File: src/hw/rtl/mlr_pkg.sv
`timescale 1ns / 1ps
`default_nettype none
// ----------------------------------------------------------------------------
// Midpoint line rasterizer package
// Shared constants and the command control word passed from front to back.
// ----------------------------------------------------------------------------
package mlr_pkg;

  localparam int unsigned CoordBitsDef = 12;
  localparam int unsigned ColourBits   = 4;
  localparam int unsigned QueueDepth   = 4;

  // Input word kinds carried on tuser.
  localparam logic OpStart = 1'b0;
  localparam logic OpStep  = 1'b1;

  typedef struct packed {
    logic is_start;
    logic dir_x_neg;
    logic dir_y_neg;
    logic y_is_major;
  } cmd_ctrl_t;

endpackage
`default_nettype wire

File: src/hw/rtl/midpoint_line_rasterizer.sv
`timescale 1ns / 1ps
`default_nettype none
// ----------------------------------------------------------------------------
// Midpoint line rasterizer
// Draws lines in all eight octants with an integer midpoint decision term.
//
//   Channel  Dir  tdata (low bit up)                          tuser        tlast
//   s_axis   in   x_start, y_start, x_end, y_end, colour_in   op           -
//   m_axis   out  pixel_x, pixel_y, pixel_colour              pixel_valid  last_pixel
//
// Every input word yields one output word. Sustained rate is one word per
// clock while the output is not back-pressured; a word is written into the
// queue, then the stepper's add/compare registers it into the output register.
// Up to four commands wait in the queue between front end and stepper. Reset
// clears the queue, the output valid flag and the active-line flag. Output
// back-pressure fills the queue and then lowers s_axis_tready_o.
// ----------------------------------------------------------------------------
module midpoint_line_rasterizer #(
  parameter int unsigned COORD_BITS = mlr_pkg::CoordBitsDef
) (
  input  var logic clk_i,
  input  var logic rst_ni,
  input  var logic s_axis_tvalid_i,
  output var logic s_axis_tready_o,
  // x_start, y_start, x_end, y_end, colour_in, zero fill
  input  var logic [((4*COORD_BITS+mlr_pkg::ColourBits+7)/8)*8-1:0] s_axis_tdata_i,
  // op
  input  var logic s_axis_tuser_i,
  output var logic m_axis_tvalid_o,
  input  var logic m_axis_tready_i,
  // pixel_x, pixel_y, pixel_colour, zero fill
  output var logic [((2*COORD_BITS+mlr_pkg::ColourBits+7)/8)*8-1:0] m_axis_tdata_o,
  // pixel_valid
  output var logic m_axis_tuser_o,
  // last_pixel
  output var logic m_axis_tlast_o
);
  import mlr_pkg::*;

  localparam int unsigned InBits  = ((4*COORD_BITS + ColourBits + 7) / 8) * 8;
  localparam int unsigned OutBits = ((2*COORD_BITS + ColourBits + 7) / 8) * 8;
  localparam int unsigned QBits   = 5*COORD_BITS + ColourBits;

  cmd_ctrl_t             push_ctrl, pop_ctrl;
  logic                  push, pop, q_full, q_empty;
  logic [COORD_BITS-1:0] f_sx, f_sy, f_em, f_dmaj, f_dmin;
  logic [ColourBits-1:0] f_col;
  logic [QBits-1:0]      push_data, pop_data;

  mlr_front #(
    .COORD_BITS (COORD_BITS),
    .IN_BITS    (InBits)
  ) u_front (
    .s_axis_tvalid_i (s_axis_tvalid_i),
    .s_axis_tready_o (s_axis_tready_o),
    .s_axis_tdata_i  (s_axis_tdata_i),
    .s_axis_tuser_i  (s_axis_tuser_i),
    .queue_full_i    (q_full),
    .push_o          (push),
    .ctrl_o          (push_ctrl),
    .start_x_o       (f_sx),
    .start_y_o       (f_sy),
    .end_major_o     (f_em),
    .delta_major_o   (f_dmaj),
    .delta_minor_o   (f_dmin),
    .colour_o        (f_col)
  );

  assign push_data = {f_col, f_dmin, f_dmaj, f_em, f_sy, f_sx};

  mlr_queue #(
    .DATA_BITS (QBits),
    .DEPTH     (QueueDepth)
  ) u_queue (
    .clk_i       (clk_i),
    .rst_ni      (rst_ni),
    .push_i      (push),
    .push_ctrl_i (push_ctrl),
    .push_data_i (push_data),
    .full_o      (q_full),
    .pop_i       (pop),
    .empty_o     (q_empty),
    .pop_ctrl_o  (pop_ctrl),
    .pop_data_o  (pop_data)
  );

  mlr_back #(
    .COORD_BITS (COORD_BITS),
    .OUT_BITS   (OutBits)
  ) u_back (
    .clk_i           (clk_i),
    .rst_ni          (rst_ni),
    .empty_i         (q_empty),
    .pop_o           (pop),
    .ctrl_i          (pop_ctrl),
    .start_x_i       (pop_data[COORD_BITS-1:0]),
    .start_y_i       (pop_data[2*COORD_BITS-1:COORD_BITS]),
    .end_major_i     (pop_data[3*COORD_BITS-1:2*COORD_BITS]),
    .delta_major_i   (pop_data[4*COORD_BITS-1:3*COORD_BITS]),
    .delta_minor_i   (pop_data[5*COORD_BITS-1:4*COORD_BITS]),
    .colour_i        (pop_data[QBits-1:5*COORD_BITS]),
    .m_axis_tvalid_o (m_axis_tvalid_o),
    .m_axis_tready_i (m_axis_tready_i),
    .m_axis_tdata_o  (m_axis_tdata_o),
    .m_axis_tuser_o  (m_axis_tuser_o),
    .m_axis_tlast_o  (m_axis_tlast_o)
  );

`ifndef SYNTHESIS
  // The end-of-line flag only ever rides on a real pixel.
  a_last_is_pixel: assert property (@(posedge clk_i) disable iff (!rst_ni)
    m_axis_tvalid_o && m_axis_tlast_o |-> m_axis_tuser_o)
    else $error("last pixel flagged on an empty word");

  // A step with no line active returns an all-zero word.
  a_idle_word_zero: assert property (@(posedge clk_i) disable iff (!rst_ni)
    m_axis_tvalid_o && !m_axis_tuser_o |-> (m_axis_tdata_o == '0))
    else $error("empty word carries nonzero data");

  // A start word always produces a pixel through the queue and the output register when nothing stalls.
  a_start_emits: assert property (@(posedge clk_i) disable iff (!rst_ni)
    s_axis_tvalid_i && s_axis_tready_o && (s_axis_tuser_i == OpStart) && q_empty
      && !m_axis_tvalid_o ##1 m_axis_tready_i |=> m_axis_tvalid_o && m_axis_tuser_o)
    else $error("start word did not produce a pixel");
`endif

endmodule
`default_nettype wire

File: src/hw/rtl/mlr_front.sv
`timescale 1ns / 1ps
`default_nettype none
// ----------------------------------------------------------------------------
// Midpoint line rasterizer front end
// Accepts input words, classifies start and step commands, and works out
// the octant, the major axis and the absolute deltas of a new line.
// ----------------------------------------------------------------------------
module mlr_front #(
  parameter int unsigned COORD_BITS = mlr_pkg::CoordBitsDef,
  parameter int unsigned IN_BITS    = 56
) (
  input  var logic                  s_axis_tvalid_i,
  output var logic                  s_axis_tready_o,
  input  var logic [IN_BITS-1:0]    s_axis_tdata_i,
  input  var logic                  s_axis_tuser_i,
  input  var logic                  queue_full_i,
  output var logic                  push_o,
  output var mlr_pkg::cmd_ctrl_t    ctrl_o,
  output var logic [COORD_BITS-1:0] start_x_o,
  output var logic [COORD_BITS-1:0] start_y_o,
  output var logic [COORD_BITS-1:0] end_major_o,
  output var logic [COORD_BITS-1:0] delta_major_o,
  output var logic [COORD_BITS-1:0] delta_minor_o,
  output var logic [mlr_pkg::ColourBits-1:0] colour_o
);
  import mlr_pkg::*;

  logic [COORD_BITS-1:0] xs, ys, xe, ye;
  logic [COORD_BITS-1:0] dx, dy;
  logic                  x_neg, y_neg, y_major;

  assign xs = s_axis_tdata_i[COORD_BITS-1:0];
  assign ys = s_axis_tdata_i[2*COORD_BITS-1:COORD_BITS];
  assign xe = s_axis_tdata_i[3*COORD_BITS-1:2*COORD_BITS];
  assign ye = s_axis_tdata_i[4*COORD_BITS-1:3*COORD_BITS];

  always_comb begin
    x_neg   = xe < xs;
    y_neg   = ye < ys;
    dx      = x_neg ? (xs - xe) : (xe - xs);
    dy      = y_neg ? (ys - ye) : (ye - ys);
    y_major = dy > dx;
  end

  assign s_axis_tready_o = !queue_full_i;
  assign push_o          = s_axis_tvalid_i && !queue_full_i;

  assign ctrl_o.is_start   = (s_axis_tuser_i == OpStart);
  assign ctrl_o.dir_x_neg  = x_neg;
  assign ctrl_o.dir_y_neg  = y_neg;
  assign ctrl_o.y_is_major = y_major;

  assign start_x_o     = xs;
  assign start_y_o     = ys;
  assign end_major_o   = y_major ? ye : xe;
  assign delta_major_o = y_major ? dy : dx;
  assign delta_minor_o = y_major ? dx : dy;
  assign colour_o      = s_axis_tdata_i[4*COORD_BITS+ColourBits-1:4*COORD_BITS];

endmodule
`default_nettype wire

File: src/hw/rtl/mlr_queue.sv
`timescale 1ns / 1ps
`default_nettype none
// ----------------------------------------------------------------------------
// Midpoint line rasterizer command queue
// Small register FIFO that decouples the front end from the stepper.
// ----------------------------------------------------------------------------
module mlr_queue #(
  parameter int unsigned DATA_BITS = 64,
  parameter int unsigned DEPTH     = mlr_pkg::QueueDepth
) (
  input  var logic                 clk_i,
  input  var logic                 rst_ni,
  input  var logic                 push_i,
  input  var mlr_pkg::cmd_ctrl_t   push_ctrl_i,
  input  var logic [DATA_BITS-1:0] push_data_i,
  output var logic                 full_o,
  input  var logic                 pop_i,
  output var logic                 empty_o,
  output var mlr_pkg::cmd_ctrl_t   pop_ctrl_o,
  output var logic [DATA_BITS-1:0] pop_data_o
);
  import mlr_pkg::*;

  localparam int unsigned PtrBits = (DEPTH > 1) ? $clog2(DEPTH) : 1;
  localparam int unsigned CntBits = $clog2(DEPTH + 1);

  cmd_ctrl_t            ctrl_mem [DEPTH];
  logic [DATA_BITS-1:0] data_mem [DEPTH];
  logic [PtrBits-1:0]   wr_ptr_q, wr_ptr_d, rd_ptr_q, rd_ptr_d;
  logic [CntBits-1:0]   count_q, count_d;
  logic                 do_push, do_pop;

  assign full_o   = (count_q == CntBits'(DEPTH));
  assign empty_o  = (count_q == '0);
  assign do_push  = push_i && !full_o;
  assign do_pop   = pop_i && !empty_o;

  assign pop_ctrl_o = ctrl_mem[rd_ptr_q];
  assign pop_data_o = data_mem[rd_ptr_q];

  always_comb begin
    wr_ptr_d = wr_ptr_q;
    rd_ptr_d = rd_ptr_q;
    count_d  = count_q;
    if (do_push) begin
      wr_ptr_d = (wr_ptr_q == PtrBits'(DEPTH - 1)) ? '0 : wr_ptr_q + 1'b1;
    end
    if (do_pop) begin
      rd_ptr_d = (rd_ptr_q == PtrBits'(DEPTH - 1)) ? '0 : rd_ptr_q + 1'b1;
    end
    if (do_push && !do_pop) begin
      count_d = count_q + 1'b1;
    end else if (do_pop && !do_push) begin
      count_d = count_q - 1'b1;
    end
  end

  always_ff @(posedge clk_i or negedge rst_ni) begin
    if (!rst_ni) begin
      wr_ptr_q <= '0;
      rd_ptr_q <= '0;
      count_q  <= '0;
    end else begin
      wr_ptr_q <= wr_ptr_d;
      rd_ptr_q <= rd_ptr_d;
      count_q  <= count_d;
    end
  end

  always_ff @(posedge clk_i) begin
    if (do_push) begin
      ctrl_mem[wr_ptr_q] <= push_ctrl_i;
      data_mem[wr_ptr_q] <= push_data_i;
    end
  end

endmodule
`default_nettype wire

File: src/hw/rtl/mlr_back.sv
`timescale 1ns / 1ps
`default_nettype none
// ----------------------------------------------------------------------------
// Midpoint line rasterizer stepper
// Holds the line state, takes one command per cycle from the queue while the
// output is not stalled, and registers one pixel word per command on m_axis.
// ----------------------------------------------------------------------------
module mlr_back #(
  parameter int unsigned COORD_BITS = mlr_pkg::CoordBitsDef,
  parameter int unsigned OUT_BITS   = 32
) (
  input  var logic                  clk_i,
  input  var logic                  rst_ni,
  input  var logic                  empty_i,
  output var logic                  pop_o,
  input  var mlr_pkg::cmd_ctrl_t    ctrl_i,
  input  var logic [COORD_BITS-1:0] start_x_i,
  input  var logic [COORD_BITS-1:0] start_y_i,
  input  var logic [COORD_BITS-1:0] end_major_i,
  input  var logic [COORD_BITS-1:0] delta_major_i,
  input  var logic [COORD_BITS-1:0] delta_minor_i,
  input  var logic [mlr_pkg::ColourBits-1:0] colour_i,
  output var logic                  m_axis_tvalid_o,
  input  var logic                  m_axis_tready_i,
  output var logic [OUT_BITS-1:0]   m_axis_tdata_o,
  output var logic                  m_axis_tuser_o,
  output var logic                  m_axis_tlast_o
);
  import mlr_pkg::*;

  // Decision term is twice the midpoint error: it spans two deltas plus sign.
  localparam int unsigned DecBits = COORD_BITS + 3;
  localparam int unsigned PadBits = OUT_BITS - 2*COORD_BITS - ColourBits;

  logic [COORD_BITS-1:0]     cur_x_q, cur_x_d, cur_y_q, cur_y_d;
  logic [COORD_BITS-1:0]     end_major_q, end_major_d;
  logic signed [DecBits-1:0] decision_q, decision_d;
  logic signed [DecBits-1:0] inc_pos_q, inc_pos_d, inc_neg_q, inc_neg_d;
  logic                      dir_x_neg_q, dir_x_neg_d, dir_y_neg_q, dir_y_neg_d;
  logic                      y_major_q, y_major_d;
  logic                      active_q, active_d;
  logic [ColourBits-1:0]     colour_q, colour_d;

  logic                      out_valid_q;
  logic [OUT_BITS-1:0]       out_data_q, out_data_d;
  logic                      out_user_q, out_user_d, out_last_q, out_last_d;

  logic signed [DecBits-1:0] dmin2, dmaj2, dmaj1;
  logic [COORD_BITS-1:0]     step_x, step_y, nx, ny, major_next;
  logic                      minor_step, last;

  assign pop_o = !empty_i && (!out_valid_q || m_axis_tready_i);

  assign dmin2 = signed'({2'b00, delta_minor_i, 1'b0});
  assign dmaj2 = signed'({2'b00, delta_major_i, 1'b0});
  assign dmaj1 = signed'({3'b000, delta_major_i});

  assign step_x = dir_x_neg_q ? (cur_x_q - 1'b1) : (cur_x_q + 1'b1);
  assign step_y = dir_y_neg_q ? (cur_y_q - 1'b1) : (cur_y_q + 1'b1);

  always_comb begin
    cur_x_d     = cur_x_q;
    cur_y_d     = cur_y_q;
    end_major_d = end_major_q;
    decision_d  = decision_q;
    inc_pos_d   = inc_pos_q;
    inc_neg_d   = inc_neg_q;
    dir_x_neg_d = dir_x_neg_q;
    dir_y_neg_d = dir_y_neg_q;
    y_major_d   = y_major_q;
    active_d    = active_q;
    colour_d    = colour_q;
    out_data_d  = '0;
    out_user_d  = 1'b0;
    out_last_d  = 1'b0;

    // The minor axis steps only on a strictly positive decision term.
    minor_step = !decision_q[DecBits-1] && (decision_q != '0);
    nx = (!y_major_q || minor_step) ? step_x : cur_x_q;
    ny = ( y_major_q || minor_step) ? step_y : cur_y_q;
    major_next = y_major_q ? ny : nx;
    last = 1'b0;

    if (ctrl_i.is_start) begin
      cur_x_d     = start_x_i;
      cur_y_d     = start_y_i;
      end_major_d = end_major_i;
      decision_d  = dmin2 - dmaj1;
      inc_pos_d   = dmin2 - dmaj2;
      inc_neg_d   = dmin2;
      dir_x_neg_d = ctrl_i.dir_x_neg;
      dir_y_neg_d = ctrl_i.dir_y_neg;
      y_major_d   = ctrl_i.y_is_major;
      colour_d    = colour_i;
      last        = (delta_major_i == '0);
      active_d    = !last;
      out_data_d  = {{PadBits{1'b0}}, colour_i, start_y_i, start_x_i};
      out_user_d  = 1'b1;
      out_last_d  = last;
    end else if (active_q) begin
      cur_x_d    = nx;
      cur_y_d    = ny;
      decision_d = decision_q + (minor_step ? inc_pos_q : inc_neg_q);
      last       = (major_next == end_major_q);
      active_d   = !last;
      out_data_d = {{PadBits{1'b0}}, colour_q, ny, nx};
      out_user_d = 1'b1;
      out_last_d = last;
    end
  end

  always_ff @(posedge clk_i or negedge rst_ni) begin
    if (!rst_ni) begin
      active_q    <= 1'b0;
      out_valid_q <= 1'b0;
    end else begin
      if (pop_o) begin
        active_q <= active_d;
      end
      if (pop_o) begin
        out_valid_q <= 1'b1;
      end else if (m_axis_tready_i) begin
        out_valid_q <= 1'b0;
      end
    end
  end

  always_ff @(posedge clk_i) begin
    if (pop_o) begin
      cur_x_q     <= cur_x_d;
      cur_y_q     <= cur_y_d;
      end_major_q <= end_major_d;
      decision_q  <= decision_d;
      inc_pos_q   <= inc_pos_d;
      inc_neg_q   <= inc_neg_d;
      dir_x_neg_q <= dir_x_neg_d;
      dir_y_neg_q <= dir_y_neg_d;
      y_major_q   <= y_major_d;
      colour_q    <= colour_d;
      out_data_q  <= out_data_d;
      out_user_q  <= out_user_d;
      out_last_q  <= out_last_d;
    end
  end

  assign m_axis_tvalid_o = out_valid_q;
  assign m_axis_tdata_o  = out_data_q;
  assign m_axis_tuser_o  = out_user_q;
  assign m_axis_tlast_o  = out_last_q;

endmodule
`default_nettype wire
File: config.mk
export PLATFORM = sky130hd
export DESIGN_NAME = midpoint_line_rasterizer
export DESIGN_NICKNAME = d
export VERILOG_FILES = /design/src/hw/rtl/mlr_pkg.sv /design/src/hw/rtl/midpoint_line_rasterizer.sv /design/src/hw/rtl/mlr_front.sv /design/src/hw/rtl/mlr_queue.sv /design/src/hw/rtl/mlr_back.sv
export SDC_FILE = /design/constraint.sdc
export NUM_CORES = 1
export LEC_CHECK = 0
export BUFFER_PORTS_ARGS = -buffer_cell sky130_fd_sc_hd__clkbuf_2
export CAP_MARGIN = 5
export CORE_ASPECT_RATIO = 0.75
export CORE_MARGIN = 2
export CORE_UTILIZATION = 62
export CTS_CLUSTER_DIAMETER = 100
export DETAILED_ROUTE_END_ITERATION = 10
export GPL_TIMING_DRIVEN = 0
export PLACE_DENSITY = 0.8
export RECOVER_POWER = 25
export SETUP_SLACK_MARGIN = 0.05
export SYNTH_ARGS = -nofsm -noshare
export SYNTH_HDL_FRONTEND = slang
export SYNTH_SLANG_ARGS = --single-unit
File: constraint.sdc
create_clock -name clk_i -period 5.75 [get_ports clk_i]
set_input_delay 0.8625 -clock clk_i [delete_from_list [all_inputs] [get_ports clk_i]]
set_output_delay 0.8625 -clock clk_i [all_outputs]
set_load 0.01 [all_outputs]
==> impl_metrics.csv, run 1 <==
group,metric,value,unit
status,outcome,"finished, violations left",
status,violations,"capacitance limit, slew limit",
clock_tree,clk_path_buf_depth,3,
routing,drt_iter0_markers,1412,
timing,slew_viol_final,30,
timing,fin_crit,5.537,ns
logic_synthesis,ys_seq_area_share,57.39,%
power,p_sw_share,40.56,%
timing,skew,0.01814,ns
routing,wl_per_cell,24.14,um
final_layout,drive_gt1_share,17.22,%
setup_path,crit_buf_inv,6,
grt,grt_pass1_wl,77020,um
logic_synthesis,avgSynthCellArea,13.55,um2
clock_tree,cts.sinks,394,
final_layout,area_growth,12.59,%
flow_run,maxCapViolations,1,
floorplanning,die_w,214.2,um
grt,grt_pass1_vias,13040,
logic_synthesis,ys.flop_type,"edfxtp_1",
grt,grt_max_degree,54,
logic_synthesis,synth_area,20540,um2
clock_tree,htree_num_levels,2,
logic_synthesis,yosys_register_bits,394,
final_layout,num-nets-final,1848,
routing,drcViolationCount,0,
routing,antenna_left,0,
timing,finalSetupViolCount,0,
clock_tree,cts_tree,"built",
logic_synthesis,synth-edff-count,385,
setup_path,worstPathRequired,6.08,ns
grt,track_usage,29.67,%
setup_path,worstPathArrival,5.86,ns
clock_tree,cts-root-buf,"clkbuf_16",
timing,tightestPinTransition,1.709,ns
routing,wirelength,51340,um
power,p_int,9.496,mW
clock_tree,insertion_delay,0.54,ns
placed_design,dp_hpwl,35110,um
setup_path,cp-end-kind,"flip-flop",
power,p_per_area,691.0,nW/um2
floorplanning,core_area,32520,um2
setup_path,critPathLaunchType,"input port",
power,clkPwrFrac,15.4,%
power,p_leak,8.710,nW
setup_path,path_max_fanout,12,
logic_synthesis,async_reset_ff_share,2.284,%
timing,hold_viol,0,
routing,num_vias,13550,
timing,worst_slack,0.2129,ns
power,power,15.98,mW
timing,fmax,180.6,MHz
setup_path,cp_cell_sequence,"clkbuf_1 -> inv_1 -> ha_1 -> a21o_1 -> a21o_1 -> a21oi_2 -> nand2_2 -> inv_4 -> mux2_2 -> a21oi_1 -> o21ai_0 -> xnor2_1 -> inv_1 -> ha_1 -> nand4_1 -> or3_1 -> a31oi_2 -> buf_4 -> buf_6 -> mux2i_1",
routing,vias_per_cell,6.371,
clock_tree,cts_inserted_buffers,38,
logic_synthesis,syn_inst,1516,
timing,rsz0062_at_grt,"yes",
floorplanning,start_util,63.15,%
setup_path,crit_path_top_delay_cell,"clkbuf_1",
final_layout,regArea,11790,um2
grt,antenna_found_initial,0,
setup_path,crit_family,"buffers and inverters",
floorplanning,fp-row-count,57,
power,pwr-share-comb,52.7,%
placed_design,gp_congestion,0.9187,
routing,dr.pass1.iters,6,
timing,max_slew_margin,-13.94,%
timing,period_share,96.30,%
power,power_switching,6.481,mW
logic_synthesis,ys_warn_count,0,
placed_design,dp_slack,-1.120,ns
floorplanning,die_h,161.6,um
floorplanning,die-area,34610,um2
setup_path,cpPeakStageDelay,0.49,ns
setup_path,critical_path_class,"in2reg",
grt,grt_overflow,0,
power,ir_worst_vdd,353.6,uV
clock_tree,clk_pin_slew,0.06,ns
placed_design,numPortBuffers,88,
final_layout,fillers,2146,
power,p_seq_share,31.9,%
final_layout,multi_input_area,8290,um2
logic_synthesis,yosysUniqueCellTypes,76,
hold_path,hold_path_class,"in2async",
floorplanning,ios,97,
[power by group through the flow]
stage	registers (mW)	clock network, mW	logic [mW]
CTS	5.09	2.49	8.17
global placement	5.12	0	7.60
floorplan	5.07	0	5.74
finish	5.10	2.46	8.42
global route	5.16	2.59	9.10
detailed placement	5.11	0	7.97
[synth_stat cells (6+ instances only)]
library cell | count | area, um2
edfxtp_1 | 385 | 11560
ha_1 | 120 | 1501
inv_1 | 107 | 401.6
nand2_1 | 94 | 352.8
nor2_1 | 91 | 341.6
a21oi_1 | 74 | 370.4
o21ai_0 | 71 | 355.3
mux4_2 | 67 | 1509
xnor2_1 | 54 | 473.0
mux2i_1 | 44 | 440.4
and2_1 | 34 | 212.7
xor2_1 | 34 | 297.8
clkbuf_1 | 25 | 93.84
a21o_1 | 23 | 172.7
mux2_2 | 23 | 259.0
nor3_1 | 23 | 115.1
nand3_1 | 19 | 95.09
nand2b_1 | 14 | 87.58
o21a_1 | 12 | 90.09
fa_1 | 10 | 200.2
nor2b_1 | 10 | 62.56
o211ai_1 | 10 | 75.07
a31oi_1 | 9 | 56.30
buf_1 | 9 | 33.78
buf_2 | 9 | 45.04
dfrtp_1 | 9 | 225.2
o21bai_1 | 9 | 67.56
or3_1 | 9 | 56.30
nor4_1 | 7 | 43.79
buf_4 | 6 | 45.04
o21ai_1 | 6 | 30.03
o31ai_1 | 6 | 45.04
o41ai_1 | 6 | 52.55
[what timing repair did]
| item | 4_1_cts | 5_1_grt |
|---|---|---|
| endpoints found under the hold margin | 0 | 0 |
| gates resized for setup | 18 | 42 |
| cloned | 0 | 0 |
| buffers inserted | 0 | 2 |
| setup endpoints to repair | 108 | 140 |
| pin swaps | 0 | 1 |
| hold buffers | 0 | 0 |
[flip-flops by register name, indices dropped and copies added (netlist names), 2 cells and up]
register,count
u_queue.rd_ptr_q,2
u_back.end_major_q,12
u_queue.data_mem,256
u_queue.ctrl_mem,16
u_queue.wr_ptr_q,2
u_back.inc_neg_q,12
u_back.inc_pos_q,13
u_back.cur_x_q,12
u_back.cur_y_q,12
u_back.m_axis_tdata_o,28
u_queue.count_q,3
u_back.colour_q,4
u_back.decision_q,15
[final timing paths]
path                       cells after the start           startpoint                       to  slack (ns)
max                                           20   s_axis_tdata_i[20]  u_queue.data_mem[0][40]        0.21
min                                            1               rst_ni          u_back.active_q        0.38
min reg2reg                                    1   u_queue.count_q[2]       u_queue.count_q[2]        0.54
min in group clk_i                             1   u_queue.count_q[2]       u_queue.count_q[2]        0.54
max reg2reg                                   15  u_queue.rd_ptr_q[0]     u_back.inc_pos_q[11]        0.47
max in group asynchronous                      1               rst_ni      u_queue.wr_ptr_q[1]        4.88
[cells by family after synthesis]
group | count (synthesis) | synth area share, %
XOR/XNOR | 88 | 3.753
AND/OR/NAND/NOR | 332 | 7.804
AO/OA/AOI/OAI | 279 | 8.937
flip-flops | 394 | 57.39
adder cells (fa/ha/maj) | 130 | 8.285
other | 1 | 0.01826
buffers and inverters | 158 | 3.064
multiplexers | 134 | 10.75
[per-stage QoR]
stage / hold slack, ns / TNS [ns] / area [um2] / util [%] / instances
6_report: 0.3769 / 0 / 23120 / 71.10 / 2127
5_1_grt: 0.3814 / -1.070 / 23120 / 71.10 / 2126
4_1_cts: 0.2073 / 0 / 22990 / 70.70 / 2123
3_5_place_dp: 0.5244 / -102.54 / 21750 / 66.89 / 2056
3_3_place_gp: 0.4985 / -102.31 / 21540 / 66.24 / 2049
2_1_floorplan: 0.4767 / 0 / 20550 / - / 1519
[area by class of cell]
cell class / instances / area share, %
Multi-Input combinational cell: 967 / 35.85
Buffer: 49 / 1.050
Clock inverter: 18 / 0.6872
Inverter: 109 / 1.780
Sequential cell: 394 / 50.97
Clock buffer: 49 / 4.567
Antenna cell: 1 / 0.01082
Timing Repair Buffer: 98 / 2.689
Tap cell: 442 / 2.392
[per-layer routing]
layer | global-route usage (%) | vias to the layer above | share of wire, %
met2 | 44.78 | 801 | 44
met4 | 11.36 | 0 | 3.7
met5 | 0 | - | 0
met1 | 43.21 | 6621 | 41
li1 | - | 5998 | -
met3 | 5.895 | 131 | 11
[layout by cell type (no fill, tap or decap), types with 12 or more instances in the layout]
cell / n
inv_1: 107
o21ai_2: 12
mux2_2: 23
nand2b_1: 14
and2_1: 34
ha_1: 120
nand2_1: 94
clkbuf_16: 41
mux4_2: 67
clkbuf_1: 52
nor2_1: 89
nor3_1: 23
xnor2_1: 51
xor2_1: 34
mux2i_1: 34
o21a_1: 12
nand3_1: 19
clkbuf_2: 64
a21oi_1: 70
a21o_1: 23
o21ai_0: 59
edfxtp_1: 385
Power figures use the tool's default switching activity.
==> inputs of run 2 (changes only) <==
--- a/config.mk
+++ b/config.mk
@@ -13,7 +13,7 @@
 export CTS_CLUSTER_DIAMETER = 100
 export DETAILED_ROUTE_END_ITERATION = 10
 export GPL_TIMING_DRIVEN = 0
-export PLACE_DENSITY = 0.8
+export PLACE_DENSITY = 0.91
 export RECOVER_POWER = 25
 export SETUP_SLACK_MARGIN = 0.05
 export SYNTH_ARGS = -nofsm -noshare
==> constraint.sdc (replaced) <==
create_clock -name clk_i -period 5.83 [get_ports clk_i]
set_input_delay 0.8745 -clock clk_i [delete_from_list [all_inputs] [get_ports clk_i]]
set_output_delay 0.8745 -clock clk_i [all_outputs]
set_load 0.01 [all_outputs]
==> run 2 against run 1 <==
Compared with the run above: the run now ends clean; worst setup slack improved by 0.037 ns; critical path type unchanged; largest cell class unchanged; sequential share of layout area grew 0.080 points; critical path depth unchanged; non-clock buffer count stayed put; worst hold slack gained 0.059 ns; utilization fell by 0.11 points; first-iteration DRC count grew 66%; highest routed layer is now met5.
==> impl_metrics.csv, run 2 (synthesis gave the netlist of run 1 again) <==
group,metric,value,unit
floorplanning,fp-row-count,57,
clock_tree,clk_path_buf_depth,3,
final_layout,layout_commonest_cell,"edfxtp_1",
final_layout,num-nets-final,1849,
timing,finalSetupViolCount,0,
placed_design,dp_hpwl,37820,um
final_layout,largest_reg_flops,256,
grt,track_usage,31.69,%
setup_path,critical_path_class,"in2reg",
floorplanning,die_w,214.2,um
timing,timing.setup.tns,0,ns
final_layout,drive_gt1_share,17.43,%
status,outcome,"finished, final reports clean",
timing,slew_viol_final,0,
clock_tree,clk_pin_slew,0.07,ns
final_layout,layout_common_cells,"edfxtp_1, ha_1, inv_1",
clock_tree,cts_tree,"built",
timing,skew,0.01084,ns
floorplanning,die-area,34610,um2
routing,drcViolationCount,0,
grt,grt_max_degree,63,
timing,tightestPinTransition,1.469,ns
clock_tree,cts-root-buf,"clkbuf_16",
clock_tree,htree_num_levels,2,
routing,num_vias,14240,
routing,vias_per_cell,6.684,
routing,wl_per_cell,26.78,um
routing,dr.pass1.iters,6,
final_layout,multi_input_area,8318,um2
timing,max_slew_margin,2.042,%
setup_path,worstPathArrival,5.90,ns
floorplanning,ios,97,
routing,antenna_left,0,
hold_path,hold_path_class,"in2async",
timing,fin_crit,5.580,ns
timing,worst_slack,0.2498,ns
final_layout,regArea,11790,um2
setup_path,cp-end-kind,"flip-flop",
setup_path,path_max_fanout,10,
timing,period_share,95.72,%
clock_tree,insertion_delay,0.54,ns
placed_design,dp_slack,-1.148,ns
placed_design,numPortBuffers,88,
floorplanning,die_h,161.6,um
grt,antenna_found_initial,2,
setup_path,r2r_start,"u_queue.rd_ptr_q[0]",
setup_path,worstPathRequired,6.15,ns
floorplanning,core_area,32520,um2
timing,hold_viol,0,
setup_path,cpPeakStageDelay,0.49,ns
grt,grt_pass1_wl,82340,um
clock_tree,cts.sinks,394,
routing,wirelength,57040,um
clock_tree,cts_inserted_buffers,39,
placed_design,gp_congestion,0.9219,
setup_path,cp_cell_sequence,"clkbuf_1 -> inv_1 -> fa_1 -> nand3_1 -> a21oi_2 -> o21a_1 -> a2111oi_2 -> o211ai_2 -> a21bo_1 -> a21oi_1 -> xor2_1 -> inv_1 -> ha_1 -> nand4_1 -> or3_1 -> a31oi_2 -> clkbuf_4 -> clkbuf_2 -> nor2_1 -> a21oi_2",
grt,grt_overflow,0,
final_layout,fillers,1984,
floorplanning,start_util,63.15,%
routing,drt_iter0_markers,2347,
setup_path,critPathLaunchType,"input port",
setup_path,crit_path_top_delay_cell,"fa_1",
final_layout,largest_register,"u_queue.data_mem",
setup_path,worstSetupStartpoint,"s_axis_tdata_i[13]",
grt,grt_pass1_vias,13910,
flow_run,maxCapViolations,0,
timing,fmax,179.2,MHz
final_layout,area_growth,12.41,%
## run 2: final cells by class
cell class | instances | share of cell area (%)
clock buffer | 52 | 4.482
clock inverter | 18 | 0.6558
inverter | 109 | 1.783
buffer | 49 | 1.035
tap | 442 | 2.395
timing repair buffer | 98 | 2.558
sequential | 394 | 51.05
multi-input combinational | 967 | 36.03
antenna | 1 | 0.01084
## run 2: critical path, delay by kind of cell
kind                     cells  cell delay [ns]
AO/OA/AOI/OAI                8             1.86
buffers and inverters        5             1.22
adder cells (fa/ha/maj)      2             0.81
AND/OR/NAND/NOR              4             0.74
XOR/XNOR                     1             0.37
## run 2: worst paths after layout
path | cells past startpoint | end | slack, ns
hold reg to reg | 2 | u_back.m_axis_tdata_o[24] | 0.56
setup / recovery | 20 | u_queue.data_mem[1][51] | 0.25
min in group clk_i | 2 | u_back.m_axis_tdata_o[24] | 0.56
hold / removal | 1 | u_back.m_axis_tvalid_o | 0.44
setup reg to reg | 15 | u_back.inc_pos_q[11] | 0.47
max in group asynchronous | 1 | u_queue.count_q[0] | 4.84
## run 2: metrics by stage
stage / hold slack (ns) / util (%) / area (um2) / cells
CTS: 0.2496 / 70.61 / 22960 / 2126
finish: 0.4358 / 70.99 / 23090 / 2130
floorplan: 0.4767 / - / 20550 / 1519
detailed placement: 0.5470 / 66.86 / 21740 / 2056
global placement: 0.5001 / 66.24 / 21540 / 2049
global route: 0.4661 / 70.98 / 23080 / 2129
## run 2: what timing repair did
| item | CTS | global route |
|---|---|---|
| hold buffers | 0 | 0 |
| buffers inserted | 0 | 1 |
| resized for setup | 20 | 41 |
| pin swaps | 0 | 1 |
| gates cloned | 0 | 0 |
| endpoints found under the setup margin | 120 | 146 |
## run 2: metal layers
metal / track usage (%) / part of all wire [%] / vias up / routed length, um
li1: - / - / 5992 / -
met1: 43.26 / 37 / 6829 / 20920
met2: 50.41 / 46 / 1222 / 26320
met3: 7.382 / 13 / 191 / 7555
met4: 11.74 / 3.9 / 2 / 2231
met5: 0 / 0.023 / - / 13
Power of run 2 is left out: the tool's default activity adds up to more than one toggle a clock period on the data nets, which glitch-free logic cannot reach.
